## config.mk

```make
export PLATFORM = sky130hd
export DESIGN_NAME = hsl_to_rgb_converter_unit
export DESIGN_NICKNAME = d
export VERILOG_FILES = /design/src/sv/h2r_pkg.sv /design/src/sv/h2r_front.sv /design/src/sv/h2r_chan.sv /design/src/sv/h2r_round.sv /design/src/sv/hsl_to_rgb_converter_unit.sv
export SDC_FILE = /design/constraint.sdc
export NUM_CORES = 2
export LEC_CHECK = 0
export BUFFER_PORTS_ARGS = -buffer_cell sky130_fd_sc_hd__buf_2
export CAP_MARGIN = 0
export CORE_MARGIN = 4
export CORE_UTILIZATION = 40
export CTS_CLUSTER_DIAMETER = 60
export DETAILED_ROUTE_END_ITERATION = 8
export SYNTH_ARGS = -nofsm -noshare
export SYNTH_HDL_FRONTEND = slang
export SYNTH_HIERARCHICAL = 1
export SYNTH_SLANG_ARGS = --single-unit
```

## constraint.sdc

```tcl
create_clock -name clk -period 13.1 [get_ports clk]
set_input_delay 0 -clock clk [delete_from_list [all_inputs] [get_ports clk]]
set_output_delay 0 -clock clk [all_outputs]
set_load 0.05 [all_outputs]
```

## src/sv/h2r_pkg.sv

```systemverilog
// Shared types and constants for the HSL to RGB converter.
package h2r_pkg;

	localparam int unsigned HUE_MOD = 360;
	localparam int unsigned PCT_MAX = 100;
	localparam int unsigned SEG_DEG = 60;
	localparam int unsigned SEG_RISE_END = 60;
	localparam int unsigned SEG_FLAT_END = 180;
	localparam int unsigned SEG_FALL_END = 240;
	localparam int unsigned HALF_LIGHT = 50;
	localparam int unsigned OFS_RED = 120;
	localparam int unsigned OFS_BLUE = 240;

	// channel = floor((51 * N + 60000) / 120000), N = channel * 600000
	localparam int unsigned SCALE_MUL = 51;
	localparam int unsigned ROUND_BIAS = 60000;
	localparam longint unsigned DIVISOR = 120000;
	localparam int unsigned RECIP_SHIFT = 42;
	localparam longint unsigned RECIP_VAL = ((64'd1 << RECIP_SHIFT) + DIVISOR - 1) / DIVISOR;

	localparam int unsigned HUE_IN_W = 10;
	localparam int unsigned HUE_W = 9;
	localparam int unsigned PCT_W = 7;
	localparam int unsigned QP_W = 14;
	localparam int unsigned DIST_W = 6;
	localparam int unsigned NUM_W = 20;
	localparam int unsigned X_W = 25;
	localparam int unsigned RECIP_W = 26;
	localparam int unsigned PROD_W = X_W + RECIP_W;
	localparam int unsigned CHAN_W = 8;

	typedef logic [HUE_IN_W-1:0] hue_in_t;
	typedef logic [HUE_W-1:0] hue_t;
	typedef logic [PCT_W-1:0] pct_t;
	typedef logic [QP_W-1:0] qp_t;
	typedef logic [NUM_W-1:0] num_t;
	typedef logic [CHAN_W-1:0] chan_t;

	localparam num_t NUM_MAX = NUM_W'(SEG_DEG * 10000);

endpackage

```

## src/sv/h2r_front.sv

```systemverilog
// Front end: hue wrap, percent clamp (stage 1); q, p and channel hues (stage 2).
module h2r_front (
	input  logic               clk,
	input  logic               en_s1,
	input  logic               en_s2,
	input  h2r_pkg::hue_in_t   hue_deg,
	input  h2r_pkg::pct_t      sat_pct,
	input  h2r_pkg::pct_t      light_pct,
	output h2r_pkg::hue_t      hue_s1,
	output h2r_pkg::pct_t      sat_s1,
	output h2r_pkg::pct_t      light_s1,
	output h2r_pkg::qp_t       q_s2,
	output h2r_pkg::qp_t       p_s2,
	output h2r_pkg::hue_t      tr_s2,
	output h2r_pkg::hue_t      tg_s2,
	output h2r_pkg::hue_t      tb_s2
);
	import h2r_pkg::*;

	localparam int unsigned WQ = 16;

	hue_in_t hue_wrap;
	logic [WQ-1:0] ls;
	logic [WQ-1:0] l100;
	logic [WQ-1:0] s100;
	logic [WQ-1:0] q_nx;
	logic [WQ-1:0] p_nx;

	// hue < 1024, so at most two subtractions of 360
	always_comb begin
		if (hue_deg >= HUE_IN_W'(2 * HUE_MOD)) begin
			hue_wrap = hue_deg - HUE_IN_W'(2 * HUE_MOD);
		end else if (hue_deg >= HUE_IN_W'(HUE_MOD)) begin
			hue_wrap = hue_deg - HUE_IN_W'(HUE_MOD);
		end else begin
			hue_wrap = hue_deg;
		end
	end

	always_ff @(posedge clk) begin
		if (en_s1) begin
			hue_s1 <= HUE_W'(hue_wrap);
			sat_s1 <= (sat_pct > PCT_W'(PCT_MAX)) ? PCT_W'(PCT_MAX) : sat_pct;
			light_s1 <= (light_pct > PCT_W'(PCT_MAX)) ? PCT_W'(PCT_MAX) : light_pct;
		end
	end

	// one shared L*S product; both branches are linear around it
	always_comb begin
		ls = WQ'(light_s1) * WQ'(sat_s1);
		l100 = WQ'(light_s1) * WQ'(PCT_MAX);
		s100 = WQ'(sat_s1) * WQ'(PCT_MAX);
		if (light_s1 < PCT_W'(HALF_LIGHT)) begin
			q_nx = l100 + ls;
			p_nx = l100 - ls;
		end else begin
			q_nx = l100 + s100 - ls;
			p_nx = l100 - s100 + ls;
		end
	end

	always_ff @(posedge clk) begin
		if (en_s2) begin
			q_s2 <= QP_W'(q_nx);
			p_s2 <= QP_W'(p_nx);
			tg_s2 <= hue_s1;
			tr_s2 <= (hue_s1 >= HUE_W'(HUE_MOD - OFS_RED)) ?
				hue_s1 - HUE_W'(HUE_MOD - OFS_RED) : hue_s1 + HUE_W'(OFS_RED);
			tb_s2 <= (hue_s1 >= HUE_W'(HUE_MOD - OFS_BLUE)) ?
				hue_s1 - HUE_W'(HUE_MOD - OFS_BLUE) : hue_s1 + HUE_W'(OFS_BLUE);
		end
	end

endmodule

```

## src/sv/h2r_chan.sv

```systemverilog
// Stage 3: piecewise-linear channel value N (channel times 600000).
module h2r_chan (
	input  logic           clk,
	input  logic           en_s3,
	input  h2r_pkg::qp_t   q_s2,
	input  h2r_pkg::qp_t   p_s2,
	input  h2r_pkg::hue_t  t_s2,
	output h2r_pkg::num_t  n_s3
);
	import h2r_pkg::*;

	qp_t span;
	logic [DIST_W-1:0] seg_ofs;
	num_t base_p;
	num_t base_q;
	num_t ramp;
	num_t n_nx;

	always_comb begin
		span = q_s2 - p_s2;
		base_p = NUM_W'(p_s2) * NUM_W'(SEG_DEG);
		base_q = NUM_W'(q_s2) * NUM_W'(SEG_DEG);
		// rising edge uses t, falling edge uses 240 - t
		if (t_s2 < HUE_W'(SEG_RISE_END)) begin
			seg_ofs = DIST_W'(t_s2);
		end else begin
			seg_ofs = DIST_W'(HUE_W'(SEG_FALL_END) - t_s2);
		end
		ramp = NUM_W'(span) * NUM_W'(seg_ofs);
		if (t_s2 < HUE_W'(SEG_RISE_END)) begin
			n_nx = base_p + ramp;
		end else if (t_s2 < HUE_W'(SEG_FLAT_END)) begin
			n_nx = base_q;
		end else if (t_s2 < HUE_W'(SEG_FALL_END)) begin
			n_nx = base_p + ramp;
		end else begin
			n_nx = base_p;
		end
	end

	always_ff @(posedge clk) begin
		if (en_s3) begin
			n_s3 <= n_nx;
		end
	end

endmodule

```

## src/sv/h2r_round.sv

```systemverilog
// Stages 4-5: scale by 255 and round half up via reciprocal multiply.
module h2r_round (
	input  logic           clk,
	input  logic           en_s4,
	input  logic           en_s5,
	input  h2r_pkg::num_t  n_s3,
	output h2r_pkg::chan_t chan_s5
);
	import h2r_pkg::*;

	logic [X_W-1:0] x_s4;
	logic [PROD_W-1:0] prod;

	always_ff @(posedge clk) begin
		if (en_s4) begin
			x_s4 <= X_W'(n_s3) * X_W'(SCALE_MUL) + X_W'(ROUND_BIAS);
		end
	end

	// ceil(2^42 / 120000) is exact for x * 120000 < 2^42
	assign prod = PROD_W'(x_s4) * PROD_W'(RECIP_VAL);

	always_ff @(posedge clk) begin
		if (en_s5) begin
			chan_s5 <= prod[RECIP_SHIFT+CHAN_W-1:RECIP_SHIFT];
		end
	end

endmodule

```

## src/sv/hsl_to_rgb_converter_unit.sv

```systemverilog
// HSL to RGB converter top level: five-stage pipeline with per-stage valid bits.
// Throughput: one word per cycle while out_stall is low; the multiplier stages set the depth.
// A stalled output only holds the stages behind it that are full: bubbles collapse.
// Reset (arst_n low) clears the valid bits only; data registers are not reset.
module hsl_to_rgb_converter_unit (
	input  logic               clk,
	input  logic               arst_n,
	input  logic               in_valid,
	output logic               in_stall,
	input  h2r_pkg::hue_in_t   hue_deg,
	input  h2r_pkg::pct_t      sat_pct,
	input  h2r_pkg::pct_t      light_pct,
	output logic               out_valid,
	input  logic               out_stall,
	output h2r_pkg::chan_t     red,
	output h2r_pkg::chan_t     green,
	output h2r_pkg::chan_t     blue
);
	import h2r_pkg::*;

	// stage valids
	logic v_s1, v_s2, v_s3, v_s4, v_s5;
	// stage load enables: a stage moves when it is empty or its successor moves
	logic en1, en2, en3, en4, en5;

	hue_t hue_s1;
	pct_t sat_s1;
	pct_t light_s1;
	qp_t q_s2;
	qp_t p_s2;
	hue_t tr_s2, tg_s2, tb_s2;
	num_t nr_s3, ng_s3, nb_s3;

	assign en5 = !v_s5 || !out_stall;
	assign en4 = !v_s4 || en5;
	assign en3 = !v_s3 || en4;
	assign en2 = !v_s2 || en3;
	assign en1 = !v_s1 || en2;

	assign in_stall = !en1;
	assign out_valid = v_s5;

	always_ff @(posedge clk or negedge arst_n) begin
		if (!arst_n) begin
			v_s1 <= 1'b0;
			v_s2 <= 1'b0;
			v_s3 <= 1'b0;
			v_s4 <= 1'b0;
			v_s5 <= 1'b0;
		end else begin
			if (en1) begin
				v_s1 <= in_valid;
			end
			if (en2) begin
				v_s2 <= v_s1;
			end
			if (en3) begin
				v_s3 <= v_s2;
			end
			if (en4) begin
				v_s4 <= v_s3;
			end
			if (en5) begin
				v_s5 <= v_s4;
			end
		end
	end

	// stages 1-2: clamp/wrap, then q, p and per-channel hue
	h2r_front u_front (
		.clk       (clk),
		.en_s1     (en1),
		.en_s2     (en2),
		.hue_deg   (hue_deg),
		.sat_pct   (sat_pct),
		.light_pct (light_pct),
		.hue_s1    (hue_s1),
		.sat_s1    (sat_s1),
		.light_s1  (light_s1),
		.q_s2      (q_s2),
		.p_s2      (p_s2),
		.tr_s2     (tr_s2),
		.tg_s2     (tg_s2),
		.tb_s2     (tb_s2)
	);

	// stage 3: one segment evaluator per channel
	h2r_chan u_chan_r (.clk(clk), .en_s3(en3), .q_s2(q_s2), .p_s2(p_s2), .t_s2(tr_s2),
		.n_s3(nr_s3));
	h2r_chan u_chan_g (.clk(clk), .en_s3(en3), .q_s2(q_s2), .p_s2(p_s2), .t_s2(tg_s2),
		.n_s3(ng_s3));
	h2r_chan u_chan_b (.clk(clk), .en_s3(en3), .q_s2(q_s2), .p_s2(p_s2), .t_s2(tb_s2),
		.n_s3(nb_s3));

	// stages 4-5: rounding scale; stage 5 is the output register
	h2r_round u_round_r (.clk(clk), .en_s4(en4), .en_s5(en5), .n_s3(nr_s3), .chan_s5(red));
	h2r_round u_round_g (.clk(clk), .en_s4(en4), .en_s5(en5), .n_s3(ng_s3), .chan_s5(green));
	h2r_round u_round_b (.clk(clk), .en_s4(en4), .en_s5(en5), .n_s3(nb_s3), .chan_s5(blue));

	// input back-pressure only when every stage holds a word
	a_stall_full: assert property (@(posedge clk) disable iff (!arst_n)
		in_stall |-> (v_s1 && v_s2 && v_s3 && v_s4 && v_s5))
		else $error("input stalled with an empty stage");

	// stage 1 holds reduced hue and clamped percents
	a_s1_range: assert property (@(posedge clk) disable iff (!arst_n)
		v_s1 |-> (hue_s1 < HUE_W'(HUE_MOD) && sat_s1 <= PCT_W'(PCT_MAX)
			&& light_s1 <= PCT_W'(PCT_MAX)))
		else $error("stage 1 value out of range");

	// q never below p
	a_qp_order: assert property (@(posedge clk) disable iff (!arst_n)
		v_s2 |-> (q_s2 >= p_s2))
		else $error("q below p");

	// channel numerators bounded by a full-scale channel
	a_num_max: assert property (@(posedge clk) disable iff (!arst_n)
		v_s3 |-> (nr_s3 <= NUM_MAX && ng_s3 <= NUM_MAX && nb_s3 <= NUM_MAX))
		else $error("channel numerator overflow");

endmodule
```

==> summary.txt <==
Status = complete, no violations
Most frequent CP cell = fa_1
Critical path buffer and inverter count = 4
Worst-path fanout max = 16
Hold EP = u_front/light_s1[6]$_SDFFCE_PN1P_
Ant diodes = 0
IO Port Bufs = 53
Slew @ Worst Pin = 1370 ps
Clock Tree Root = clkbuf_16
Fin. Hold Viols = 0
Drt drc = 0
Vias per std cell = 5.13
Core Rows = 155
CTS tree = built
Die height = 432 um
Gr ovfl total = 0
First-pass GRT wire length = 283,000 um
Register Area = 7030 um^2
All-layer global routing usage = 18.8%
Slew headroom = 8.35%
Vias in the first global route = 53,400
Hold WC Path Type = input port to flop
Worst setup SP type = flop
Gate count after technology mapping = 7,270
RSZ-0062 raised after global routing = false
Worst Reg-to-Reg Cells = 28
Post-CTS Setup Inserts = 0
YS warnings = 6
Register area share after synthesis = 9.79%
Capturing point of the worst reg2reg path = u_chan_g/n_s3[19]$_DFFE_PP_
Largest net degree at the start of global routing = 61
Fin. max-slew vios = 0
Synthesized area = 71,800 um^2
Antenna viol nets, final = 0
Post-synth ARST share = 2.13%
MaxCap Viol Count = 0
Cell family with most CP delay = adder cells
Crit. End Element = flop
Max stage delay on crit path = 650 ps
Flops & latches, synth = 235
Core area = 178,000 um^2
First-pass iteration count of the detailed router = 6
Clk_lat worst skew = 640 ps
Most used DFF post-synth = edfxtp_1
Min Tclk post-route = 7710 ps
Reg clk slew, reported paths = 50 ps
Post-route clock period utilization = 58.9%
Clk buf depth = 3
Placer Congestion = 0.888
Iter 0 DRT Violations = 2,822
Setup Skew = 29.4 ps
Slowest CP cell = edfxtp_1
Hpwl dp = 146,000 um
CTS H-tree depth = 2
Reg2reg start = u_front/q_s2[0]$_DFFE_PP_
Initial antenna violation count = 0
Vias = 50,100
Min-delay src = light_pct[6]
Syn_nets = 9,884
DR WL/cell = 17.5 um
Post-synthesis cell type count = 109
I/O pins = 54
WP depth = 28
Clock buffers created by TritonCTS = 41
Crit path DAT = 8090 ps
Setup slack, reg-to-reg = 5390 ps
DP Area = 75,100 um^2
Setup tns final = 0 ps
Area of the multi-input gates = 58,000 um^2
Starting Density = 40.2%
CP Class = flop to flop
DRT Wirelength = 171,000 um
Worst EP required = 13,470 ps
Fin area = 76,800 um^2
Number of synthesized flops with an enable pin = 230
Area Overhead vs Synth = 6.99%
Ratio of cells with drive above 1 in the final layout = 4.58%
CTS Sinks = 235
Worst hold stages = 2
Fill count = 17,300
Fmax = 130 MHz
Avg Cell Area, Syn = 9.88 um^2
Nets = 9,986
Die area = 186,000 um^2
Die width = 432 um
Final setup vio count = 0
[worst max-delay path by stage]
stage                                        endpoint                 startpoint  slack, ps
after global routing      u_chan_g/n_s3[19]$_DFFE_PP_  u_front/q_s2[0]$_DFFE_PP_       4830
after global placement    u_chan_g/n_s3[19]$_DFFE_PP_  u_front/q_s2[0]$_DFFE_PP_       5480
after CTS                 u_chan_g/n_s3[19]$_DFFE_PP_  u_front/q_s2[0]$_DFFE_PP_       5380
after detailed placement  u_chan_g/n_s3[19]$_DFFE_PP_  u_front/q_s2[0]$_DFFE_PP_       5400
after floorplan           u_chan_b/n_s3[19]$_DFFE_PP_  u_front/q_s2[0]$_DFFE_PP_       5990
final                     u_chan_g/n_s3[19]$_DFFE_PP_  u_front/q_s2[0]$_DFFE_PP_       5390
[per-stage QoR]
| stage | instances | hold slack, ps | setup WS [ps] | utilization [%] |
|---|---|---|---|---|
| after global routing | 9760 | 103 | 4830 | 43.1 |
| after detailed placement | 9646 | -177 | 5400 | 42.1 |
| after global placement | 9646 | -180 | 5480 | 42.1 |
| final | 9760 | 119 | 5390 | 43.1 |
| after CTS | 9760 | 49.5 | 5380 | 43.1 |
| after floorplan | 7270 | -296 | 5990 | - |
[cell families after synthesis]
family	count (synthesis)	share of synthesized area, %
multiplexers	53	0.765
AND/OR/NAND/NOR	1235	8.44
buffers and inverters	1794	9.44
flip-flops	235	9.79
adder cells (fa/ha/maj)	2586	57.7
AO/OA/AOI/OAI	1054	10.0
XOR/XNOR	313	3.86
[worst register-to-register path, delay by kind of cell (launching register included)]
kind / cells / cell delay (ps)
fa+ha+maj: 7 / 2960
simple gates: 5 / 1360
buf+inv: 4 / 530
mux: 1 / 240
compound gates: 11 / 1720
flops: 1 / 650
[layer usage]
| metal | vias to the layer above | global-route usage (%) | part of all wire, % | wire length (um) |
|---|---|---|---|---|
| met2 | 962 | 32.5 | 49 | 83100 |
| li1 | 23900 | - | - | - |
| met1 | 25000 | 25.7 | 45 | 77000 |
| met5 | - | 0 | 0 | 0 |
| met3 | 208 | 1.69 | 3.8 | 6520 |
| met4 | 0 | 4.48 | 2.3 | 4000 |
[synth_stat cells, types with 33 or more instances]
cell type	count	area (um^2)
a21o_1	109	818
a21oi_1	316	1580
and2_1	40	250
and3_1	33	206
clkbuf_1	65	244
edfxtp_1	230	6910
fa_1	1206	24100
ha_1	1380	17300
inv_1	1710	6420
mux2i_1	38	380
nand2_1	221	830
nand2b_1	62	388
nand3_1	60	300
nand4_1	39	244
nor2_1	448	1680
nor2b_1	61	382
nor3_1	110	551
o21a_1	56	420
o21ai_0	192	961
o21bai_1	33	248
or2_2	53	332
xnor2_1	188	1650
xor2_1	123	1080
[cells in the final DEF (no fill, tap or decap), drive strengths merged, types with 12 or more instances in the layout]
cell type / Yosys / layout
or4: 13 / 13
o21ai: 218 / 218
nand2b: 62 / 62
or3: 27 / 27
mux2i: 38 / 38
o22ai: 17 / 17
xnor2: 188 / 188
or2: 57 / 57
nor2b: 64 / 64
buf: 15 / 105
o41ai: 13 / 13
clkbuf: 69 / 47
a31oi: 30 / 30
a21o: 109 / 109
nor4: 19 / 19
edfxtp: 230 / 230
dlygate4sd3: 0 / 38
nand3: 61 / 61
clkinv: 0 / 13
a21oi: 329 / 329
and2: 42 / 42
nor3: 111 / 111
o31a: 13 / 13
o211ai: 22 / 22
a211oi: 38 / 38
and3: 33 / 33
a2111oi: 12 / 12
inv: 1710 / 1717
o21a: 56 / 56
mux2: 15 / 15
xor2: 123 / 123
fa: 1206 / 1206
nand4: 39 / 39
nor2: 448 / 448
a22oi: 28 / 28
ha: 1380 / 1380
nand2: 221 / 221
o21bai: 34 / 34
o31ai: 22 / 22
[flip-flops by register name, summed over array words and instances, names as in the netlist]
name               flops
u_round_b/x_s4        25
u_round_g/chan_s5      8
v_s1                   1
u_round_r/chan_s5      8
u_round_g/x_s4        25
u_front/q_s2          14
u_round_b/chan_s5      8
u_front/hue_s1         9
u_chan_b/n_s3         20
out_valid              1
u_round_r/x_s4        25
u_front/tb_s2          6
u_front/tr_s2          9
v_s4                   1
u_front/p_s2          13
u_chan_g/n_s3         20
u_front/sat_s1         7
u_front/light_s1       7
u_front/tg_s2          6
u_chan_r/n_s3         20
v_s2                   1
v_s3                   1
[layout make-up]
| class | count | share of cell area [%] |
|---|---|---|
| clock buffer | 47 | 1.42 |
| clock inverter | 29 | 0.373 |
| inverter | 1710 | 8.36 |
| multi-input combinational | 5241 | 75.5 |
| sequential | 235 | 9.15 |
| tap | 2355 | 3.84 |
| timing repair buffer | 143 | 1.35 |
[timing repair]
item,4_1_cts,5_1_grt
hold buffers,38,0
endpoints found under the hold margin,57,0
gates resized for setup,0,0
Power is left out: the tool's default activity adds up to more than one toggle a clock period on the data nets, which glitch-free logic cannot reach.
